**src/rgbhls_pkg.sv**
```systemverilog
// Package with the fixed constants and types of the RGB to HLS converter.
package rgbhls_pkg;

  localparam int HUE_W     = 11;
  localparam int HUE_TURN  = 1440;
  localparam int HUE_SIXTH = 240;

  typedef enum logic [1:0] {
    SECT_RED,
    SECT_GREEN,
    SECT_BLUE
  } hue_sect_t;

endpackage

```
**src/rgbhls_ifs.sv**
```systemverilog
// Valid/ready channel interfaces for RGB pixels and HLS results.
interface rgbhls_pix_if #(
  parameter int CHANNEL_BITS = 8
);
  logic                    valid;
  logic                    ready;
  logic [CHANNEL_BITS-1:0] red;
  logic [CHANNEL_BITS-1:0] green;
  logic [CHANNEL_BITS-1:0] blue;

  modport source (output valid, output red, output green, output blue, input ready);
  modport sink   (input valid, input red, input green, input blue, output ready);
endinterface

interface rgbhls_hls_if #(
  parameter int CHANNEL_BITS = 8
);
  logic                       valid;
  logic                       ready;
  logic [rgbhls_pkg::HUE_W-1:0] hue;
  logic [CHANNEL_BITS-1:0]    lightness;
  logic [CHANNEL_BITS-1:0]    saturation;

  modport source (output valid, output hue, output lightness, output saturation,
                  input ready);
  modport sink   (input valid, input hue, input lightness, input saturation,
                  output ready);
endinterface

```
**src/rgb_to_hls_convert.sv**
```systemverilog
// Top level of the pipelined RGB to HLS pixel converter.
// Pixels arrive on in_pix (red, green, blue) and results leave on out_hls
// (hue in quarter degrees, lightness, saturation); each channel moves a request
// when valid and ready are both high at a rising edge of clk.
// One pixel can be taken in every cycle while out_hls is not stalled, and one
// result is given per pixel, in order. Q = max(CHANNEL_BITS + 1, 9) is the
// number of divider stages. Three front stages find the extremes, the sums and
// the dividends, Q stages each produce one quotient bit of both saturation and
// hue, and a last stage adds the sector offset, wraps the hue and saturates.
// The whole pipeline advances together: when out_hls.ready is low while a
// result is shown, every stage holds and in_pix.ready falls, so nothing is
// dropped or repeated. Empty stages advance freely while the output is free.
// A synchronous active-low reset on rst_n clears all valid bits; the block
// needs no warm-up and can take a pixel as soon as reset is released.
module rgb_to_hls_convert #(
  parameter int CHANNEL_BITS = 8
) (
  input  logic          clk,
  input  logic          rst_n,
  rgbhls_pix_if.sink    in_pix,
  rgbhls_hls_if.source  out_hls
);
  import rgbhls_pkg::*;

  localparam int CB  = CHANNEL_BITS;
  localparam int QW  = (CB + 1 > 9) ? CB + 1 : 9;
  localparam int SXW = 2 * CB + 1;
  localparam int HXW = CB + 10;
  localparam int XW  = (SXW > HXW) ? SXW : HXW;
  localparam int CW  = XW + QW;
  localparam int TW  = 12;

  localparam logic [CB-1:0] FULL     = '1;
  localparam logic [CB:0]   TWO_FULL = {FULL, 1'b0};

  logic adv;

  // Stage 1: extremes and the sector that holds the maximum.
  logic [CB-1:0] mx, mn, ha, hb;
  hue_sect_t     sect;
  logic          s1_valid_r;
  logic [CB-1:0] s1_max_r, s1_min_r, s1_ha_r, s1_hb_r;
  hue_sect_t     s1_sect_r;

  always_comb begin
    mx   = in_pix.red;
    mn   = in_pix.red;
    sect = SECT_RED;
    if (in_pix.green < mn) begin
      mn = in_pix.green;
    end else if (in_pix.green > mx) begin
      mx   = in_pix.green;
      sect = SECT_GREEN;
    end
    if (in_pix.blue < mn) begin
      mn = in_pix.blue;
    end else if (in_pix.blue > mx) begin
      mx   = in_pix.blue;
      sect = SECT_BLUE;
    end
    case (sect)
      SECT_GREEN: begin
        ha = in_pix.blue;
        hb = in_pix.red;
      end
      SECT_BLUE: begin
        ha = in_pix.red;
        hb = in_pix.green;
      end
      default: begin
        ha = in_pix.green;
        hb = in_pix.blue;
      end
    endcase
  end

  always_ff @(posedge clk) begin
    if (!rst_n) begin
      s1_valid_r <= 1'b0;
    end else if (adv) begin
      s1_valid_r <= in_pix.valid;
    end
    if (adv) begin
      s1_max_r  <= mx;
      s1_min_r  <= mn;
      s1_ha_r   <= ha;
      s1_hb_r   <= hb;
      s1_sect_r <= sect;
    end
  end

  // Stage 2: sum, spread, hue offset and saturation divisor.
  logic [CB:0]   sum, delta, mirror;
  logic [CB-1:0] diff, den;
  logic          s2_valid_r;
  logic [CB:0]   s2_sum_r, s2_delta_r;
  logic [CB-1:0] s2_diff_r, s2_den_r;
  hue_sect_t     s2_sect_r;

  always_comb begin
    sum    = {1'b0, s1_max_r} + {1'b0, s1_min_r};
    diff   = s1_max_r - s1_min_r;
    delta  = {1'b0, s1_ha_r} + {1'b0, diff} - {1'b0, s1_hb_r};
    mirror = TWO_FULL - sum;
    den    = (sum <= {1'b0, FULL}) ? sum[CB-1:0] : mirror[CB-1:0];
  end

  always_ff @(posedge clk) begin
    if (!rst_n) begin
      s2_valid_r <= 1'b0;
    end else if (adv) begin
      s2_valid_r <= s1_valid_r;
    end
    if (adv) begin
      s2_sum_r   <= sum;
      s2_delta_r <= delta;
      s2_diff_r  <= diff;
      s2_den_r   <= den;
      s2_sect_r  <= s1_sect_r;
    end
  end

  // Stage 3 feeds the divider; index 0 of the divider arrays is this stage.
  logic [CB+1:0] sum_rnd;
  logic [SXW-1:0] xs;
  logic [HXW-1:0] xh;

  logic          dv_valid_r [0:QW];
  hue_sect_t     dv_sect_r  [0:QW];
  logic [CB-1:0] dv_light_r [0:QW];
  logic          dv_grey_r  [0:QW];
  logic [CB:0]   dv_ys_r    [0:QW];
  logic [CB:0]   dv_yh_r    [0:QW];
  logic [XW-1:0] dv_srem_r  [0:QW];
  logic [XW-1:0] dv_hrem_r  [0:QW];
  logic [QW-1:0] dv_sq_r    [0:QW];
  logic [QW-1:0] dv_hq_r    [0:QW];

  always_comb begin
    sum_rnd = {1'b0, s2_sum_r} + {{(CB + 1){1'b0}}, 1'b1};
    xs = (SXW'(s2_diff_r) << (CB + 1)) - (SXW'(s2_diff_r) << 1) + SXW'(s2_den_r);
    xh = (HXW'(s2_delta_r) << 9) - (HXW'(s2_delta_r) << 5) + HXW'(s2_diff_r);
  end

  always_ff @(posedge clk) begin
    if (!rst_n) begin
      dv_valid_r[0] <= 1'b0;
    end else if (adv) begin
      dv_valid_r[0] <= s2_valid_r;
    end
    if (adv) begin
      dv_sect_r[0]  <= s2_sect_r;
      dv_light_r[0] <= sum_rnd[CB:1];
      dv_grey_r[0]  <= (s2_diff_r == '0);
      dv_ys_r[0]    <= {s2_den_r, 1'b0};
      dv_yh_r[0]    <= {s2_diff_r, 1'b0};
      dv_srem_r[0]  <= XW'(xs);
      dv_hrem_r[0]  <= XW'(xh);
      dv_sq_r[0]    <= '0;
      dv_hq_r[0]    <= '0;
    end
  end

  // Divider stages: each one settles one quotient bit of both divisions.
  for (genvar k = 1; k <= QW; k++) begin : g_div
    localparam int SH = QW - k;
    logic [CW-1:0] s_trial, h_trial;
    logic          s_ge, h_ge;

    always_comb begin
      s_trial = CW'(dv_ys_r[k-1]) << SH;
      h_trial = CW'(dv_yh_r[k-1]) << SH;
      s_ge    = CW'(dv_srem_r[k-1]) >= s_trial;
      h_ge    = CW'(dv_hrem_r[k-1]) >= h_trial;
    end

    always_ff @(posedge clk) begin
      if (!rst_n) begin
        dv_valid_r[k] <= 1'b0;
      end else if (adv) begin
        dv_valid_r[k] <= dv_valid_r[k-1];
      end
      if (adv) begin
        dv_sect_r[k]  <= dv_sect_r[k-1];
        dv_light_r[k] <= dv_light_r[k-1];
        dv_grey_r[k]  <= dv_grey_r[k-1];
        dv_ys_r[k]    <= dv_ys_r[k-1];
        dv_yh_r[k]    <= dv_yh_r[k-1];
        dv_srem_r[k]  <= s_ge ? dv_srem_r[k-1] - s_trial[XW-1:0] : dv_srem_r[k-1];
        dv_hrem_r[k]  <= h_ge ? dv_hrem_r[k-1] - h_trial[XW-1:0] : dv_hrem_r[k-1];
        dv_sq_r[k]    <= dv_sq_r[k-1] | (QW'(s_ge) << SH);
        dv_hq_r[k]    <= dv_hq_r[k-1] | (QW'(h_ge) << SH);
      end
    end
  end

  // Output stage: sector offset, wrap of the hue, clamp of the saturation.
  logic [TW-1:0]    base, hsum;
  logic [HUE_W-1:0] hue_nxt;
  logic [CB-1:0]    sat_nxt;
  logic             out_valid_r;
  logic [HUE_W-1:0] out_hue_r;
  logic [CB-1:0]    out_light_r, out_sat_r;

  always_comb begin
    case (dv_sect_r[QW])
      SECT_GREEN: base = TW'(2 * HUE_SIXTH);
      SECT_BLUE:  base = TW'(4 * HUE_SIXTH);
      default:    base = '0;
    endcase
    hsum = base + TW'(HUE_TURN - HUE_SIXTH) + TW'(dv_hq_r[QW][8:0]);
    if (hsum >= TW'(HUE_TURN)) begin
      hsum = hsum - TW'(HUE_TURN);
    end
    sat_nxt = (dv_sq_r[QW] > QW'(FULL)) ? FULL : dv_sq_r[QW][CB-1:0];
    hue_nxt = hsum[HUE_W-1:0];
    if (dv_grey_r[QW]) begin
      sat_nxt = '0;
      hue_nxt = '0;
    end
  end

  always_ff @(posedge clk) begin
    if (!rst_n) begin
      out_valid_r <= 1'b0;
    end else if (adv) begin
      out_valid_r <= dv_valid_r[QW];
    end
    if (adv) begin
      out_hue_r   <= hue_nxt;
      out_light_r <= dv_light_r[QW];
      out_sat_r   <= sat_nxt;
    end
  end

  assign adv               = !out_valid_r || out_hls.ready;
  assign in_pix.ready      = adv;
  assign out_hls.valid     = out_valid_r;
  assign out_hls.hue       = out_hue_r;
  assign out_hls.lightness = out_light_r;
  assign out_hls.saturation = out_sat_r;

endmodule

```
**src/flat_wrapper.sv**
```systemverilog
// flat-port wrapper written by rule: the top's interface ports become plain ports
module rgb_to_hls_convert_flat import rgbhls_pkg::*;
#(
  parameter int CHANNEL_BITS = 8
)
  (clk, rst_n, in_pix_valid, in_pix_red, in_pix_green, in_pix_blue, in_pix_ready, out_hls_valid, out_hls_hue, out_hls_lightness, out_hls_saturation, out_hls_ready);
  rgbhls_pix_if #(.CHANNEL_BITS(CHANNEL_BITS)) in_pix_i ();
  rgbhls_hls_if #(.CHANNEL_BITS(CHANNEL_BITS)) out_hls_i ();
  input  logic clk;
  input  logic rst_n;
  input wire logic [$bits(in_pix_i.valid)-1:0] in_pix_valid;
  input wire logic [$bits(in_pix_i.red)-1:0] in_pix_red;
  input wire logic [$bits(in_pix_i.green)-1:0] in_pix_green;
  input wire logic [$bits(in_pix_i.blue)-1:0] in_pix_blue;
  output wire logic [$bits(in_pix_i.ready)-1:0] in_pix_ready;
  output wire logic [$bits(out_hls_i.valid)-1:0] out_hls_valid;
  output wire logic [$bits(out_hls_i.hue)-1:0] out_hls_hue;
  output wire logic [$bits(out_hls_i.lightness)-1:0] out_hls_lightness;
  output wire logic [$bits(out_hls_i.saturation)-1:0] out_hls_saturation;
  input wire logic [$bits(out_hls_i.ready)-1:0] out_hls_ready;
  assign in_pix_i.valid = in_pix_valid;
  assign in_pix_i.red = in_pix_red;
  assign in_pix_i.green = in_pix_green;
  assign in_pix_i.blue = in_pix_blue;
  assign in_pix_ready = in_pix_i.ready;
  assign out_hls_valid = out_hls_i.valid;
  assign out_hls_hue = out_hls_i.hue;
  assign out_hls_lightness = out_hls_i.lightness;
  assign out_hls_saturation = out_hls_i.saturation;
  assign out_hls_i.ready = out_hls_ready;
  rgb_to_hls_convert #(.CHANNEL_BITS(CHANNEL_BITS)) u_core (.clk(clk), .rst_n(rst_n), .in_pix(in_pix_i), .out_hls(out_hls_i));
endmodule
```
**config.mk**
```make
export PLATFORM = sky130hd
export DESIGN_NAME = rgb_to_hls_convert_flat
export DESIGN_NICKNAME = d
export VERILOG_FILES = /design/src/rgbhls_pkg.sv /design/src/rgbhls_ifs.sv /design/src/rgb_to_hls_convert.sv /design/src/flat_wrapper.sv
export SDC_FILE = /design/constraint.sdc
export NUM_CORES = 1
export LEC_CHECK = 0
export BUFFER_PORTS_ARGS = -buffer_cell sky130_fd_sc_hd__buf_4
export CORE_ASPECT_RATIO = 1.1
export CORE_MARGIN = 5
export CORE_UTILIZATION = 55
export CTS_BUF_LIST = sky130_fd_sc_hd__clkbuf_4 sky130_fd_sc_hd__clkbuf_8
export DETAILED_ROUTE_END_ITERATION = 8
export PLACE_DENSITY_LB_ADDON = 0.2
export SYNTH_ARGS = -nofsm -noshare
export SYNTH_HDL_FRONTEND = slang
export SYNTH_SLANG_ARGS = --single-unit
```
**constraint.sdc**
```tcl
create_clock -name clk -period 64.1 [get_ports clk]
set_input_delay 19.23 -clock clk [delete_from_list [all_inputs] [get_ports clk]]
set_output_delay 19.23 -clock clk [all_outputs]
set_load 0.02 [all_outputs]
```
==> summary.txt <==
Outcome
  – Status: finished clean

Placed design
  – Port bufs: 56
  – Placed inst area: 36800 µm²
  – RD Place Congestion: 0.939
  – DP HPWL: 42.2 mm

Layout
  – Fillcell total: 4896
  – Final non-filler cell area: 38800 µm²
  – Share of cells above drive strength 1: 9.59%
  – Fin nets: 3147
  – Util after Layout: 61.0%
  – Most frequent cells in the layout: edfxtp_1, inv_1, ha_1, nor2_1, o21ai_0
  – Synth-to-Final Area Change: 9.83%
  – Most common cell after layout, fill and taps aside: edfxtp_1

Detailed routing
  – Routed len/inst: 15.6 µm
  – Initial DRC count: 1023
  – Router iterations before antenna repair: 5
  – Vias per inst: 5.49
  – Total wire length: 59.0 mm
  – Remaining antenna violation count after routing: 0
  – Total number of vias: 20800
  – DR DRC count: 0

Clock network
  – CTS root buffer: clkbuf_8
  – Inserted Clock Buffers: 111
  – Number of hold buffers added after CTS: 0
  – Max clock buf depth: 3
  – PostCTS Resize Cnt: 0
  – Worst-Skew Late Latency: 720 ps
  – TritonCTS clock tree: done
  – Clk slew on worst S/H paths: 60 ps
  – Postcts setup bufs: 0
  – Htree depth: 3
  – Sink Count: 731

Timing
  – Max Freq: 25.1 MHz
  – Unrepaired setup endpoints after global routing: no
  – Final hold vios: 0
  – Final setup fails: 0
  – Fin crit share: 62.2%
  – Setup TNS Final: 0 ps
  – Skew final: 36.3 ps
  – Slew HR: 27.4%
  – Crit path time final: 39860 ps
  – Slew Viols, Final: 0
  – Worst slew pin tran: 1070 ps

Synthesis
  – Primary FF master, synth: edfxtp_1
  – Number of synthesized register bits: 731
  – Synth Net Count: 3008
  – Sequential-to-total area share from yosys stat: 62.0%
  – Cells after Synth: 2730
  – Post-synthesis cell area: 35400 µm²
  – Syn_area_per_cell: 13.0 µm²
  – Ys async rst share: 0%
  – Post-synth EDFFs: 727
  – Unique masters post-synth: 75
  – Synth Warn #: 0

Worst setup path
  – CP Data Arrival Time: 20630 ps
  – Critical Path Source Type: input port
  – CP required: 44870 ps
  – Largest fanout on the critical path: 96
  – Worst setup EP type: output port
  – Reg2reg setup slack: 60230 ps
  – Most used cell, CP: buf_4
  – Cell Chain, Critical Path: buf_4 -> nor2b_1 -> inv_8 -> buf_4
  – Max stage delay on crit path: 530 ps
  – CP max stage cell: nor2b_1
  – Critical path class: in2out

Floorplan
  – Io pins: 57
  – Die Y: 276 µm
  – Initial Utilization: 55.5%
  – Die Wd: 252 µm
  – Area of the core: 63700 µm²
  – FP Rows: 97
  – Die Area: 69500 µm²

GRT
  – Global-route wire length before repair: 97.7 mm
  – Overflow after GRT: 0
  – Antenna violations before repair: 1
  – GRT Total Usage: 17.0%
  – Vias in the first global route: 21400
  – Largest net degree at the start of global routing: 203

Job
  – Max-Cap Viols: 0

Hold path
  – Worst Hold Class: reg2reg
==> through the flow <==
step | hold WS, ps | setup slack [ps] | instances
final | 397 | 24240 | 3793
after global placement | 400 | 24350 | 3597
after floorplan | 400 | 5840 | 2730
after CTS | 396 | 24260 | 3792
after global routing | 418 | 24170 | 3793
after detailed placement | 405 | 24260 | 3597
==> Yosys cell counts (all sizes together), types with 5 or more instances <==
master / instances / share of area (%)
edfxtp: 727 / 62
inv: 276 / 2.9
ha: 223 / 7.9
nor2: 179 / 1.9
o21ai: 152 / 2.2
nand2: 150 / 1.6
a21oi: 128 / 1.8
xor2: 93 / 2.3
xnor2: 82 / 2.0
nor3: 64 / 0.94
nor2b: 54 / 0.96
nor4: 47 / 0.83
nand2b: 42 / 0.74
a21o: 37 / 0.79
o21a: 36 / 0.76
mux2i: 35 / 0.99
clkbuf: 33 / 0.35
mux2: 30 / 0.96
o31ai: 29 / 0.62
fa: 27 / 1.5
nand3: 22 / 0.31
nand4: 22 / 0.39
and3: 20 / 0.35
or3: 20 / 0.37
a211oi: 18 / 0.38
a21boi: 18 / 0.38
nand4b: 13 / 0.32
a31oi: 12 / 0.21
or4: 11 / 0.24
a221oi: 9 / 0.22
o211ai: 9 / 0.19
a22oi: 8 / 0.17
buf: 8 / 0.15
nor4b: 8 / 0.23
o21bai: 8 / 0.17
or2: 8 / 0.14
nor3b: 6 / 0.13
o31a: 6 / 0.15
and2: 5 / 0.088
and4b: 5 / 0.14
==> metal layers <==
metal / up-vias / part of all wire [%] / track usage [%]
li1: 10300 / - / -
met1: 9921 / 37 / 17.4
met2: 413 / 55 / 32.9
met3: 175 / 3.8 / 3.17
met4: 0 / 4.3 / 8.45
met5: - / 0 / 0
==> sequential cells by signal, indices dropped and copies added (netlist names), 2 cells and up <==
name                       flops
u_core.out_hls.saturation      8
u_core.dv_valid_r             10
u_core.s2_den_r                8
u_core.dv_hq_r                45
u_core.dv_yh_r                46
u_core.out_hls.hue            11
u_core.dv_light_r             80
u_core.dv_grey_r              10
u_core.dv_hrem_r             155
u_core.out_hls.lightness       8
u_core.s1_min_r                8
u_core.dv_sq_r                45
u_core.s1_ha_r                 8
u_core.dv_ys_r                64
u_core.s1_hb_r                 8
u_core.dv_srem_r             158
u_core.dv_sect_r              20
u_core.s2_sect_r               2
u_core.s2_diff_r               7
u_core.s1_max_r                8
u_core.s2_delta_r              9
u_core.s2_sum_r                8
u_core.s1_sect_r               2
==> critical path: cells and delay by family <==
kind                   cells  cell delay (ps)
AND/OR/NAND/NOR            1              530
buffers and inverters      3              780
==> cell type report <==
class / count / area [µm²] / area share (%)
flip-flops and latches: 731 / 21900 / 56.4
multi-input cells: 1682 / 12200 / 31.5
clock buffers: 140 / 1750 / 4.51
well taps: 841 / 1050 / 2.71
inverters: 276 / 1040 / 2.69
repair buffers: 67 / 528 / 1.36
clock inverters: 55 / 310 / 0.799
diodes: 1 / 2.50 / 0.00644
==> logic make-up after synthesis <==
family	count (synthesis)	share of synthesized area, %
AO/OA/AOI/OAI	500	8.84
AND/OR/NAND/NOR	692	10.1
flip-flops	731	62.0
buffers and inverters	317	3.43
XOR/XNOR	175	4.33
adder cells (fa/ha/maj)	250	9.42
multiplexers	65	1.95
==> worst paths after layout <==
| kind | from | endpoint | cells after the start |
|---|---|---|---|
| max | out_hls_ready | in_pix_ready | 4 |
| min | u_core.dv_sq_r[8][3]$_DFFE_PN_ | u_core.dv_sq_r[9][3]$_DFFE_PN_ | 0 |
| max reg2reg | u_core.out_hls.valid$_SDFFE_PN0N_ | u_core.dv_sq_r[9][1]$_DFFE_PN_ | 5 |
| min reg2reg | u_core.dv_sq_r[8][3]$_DFFE_PN_ | u_core.dv_sq_r[9][3]$_DFFE_PN_ | 0 |
Power is not shown: default switching activity piles up to over one toggle a cycle in this logic, so the estimate is an artifact.
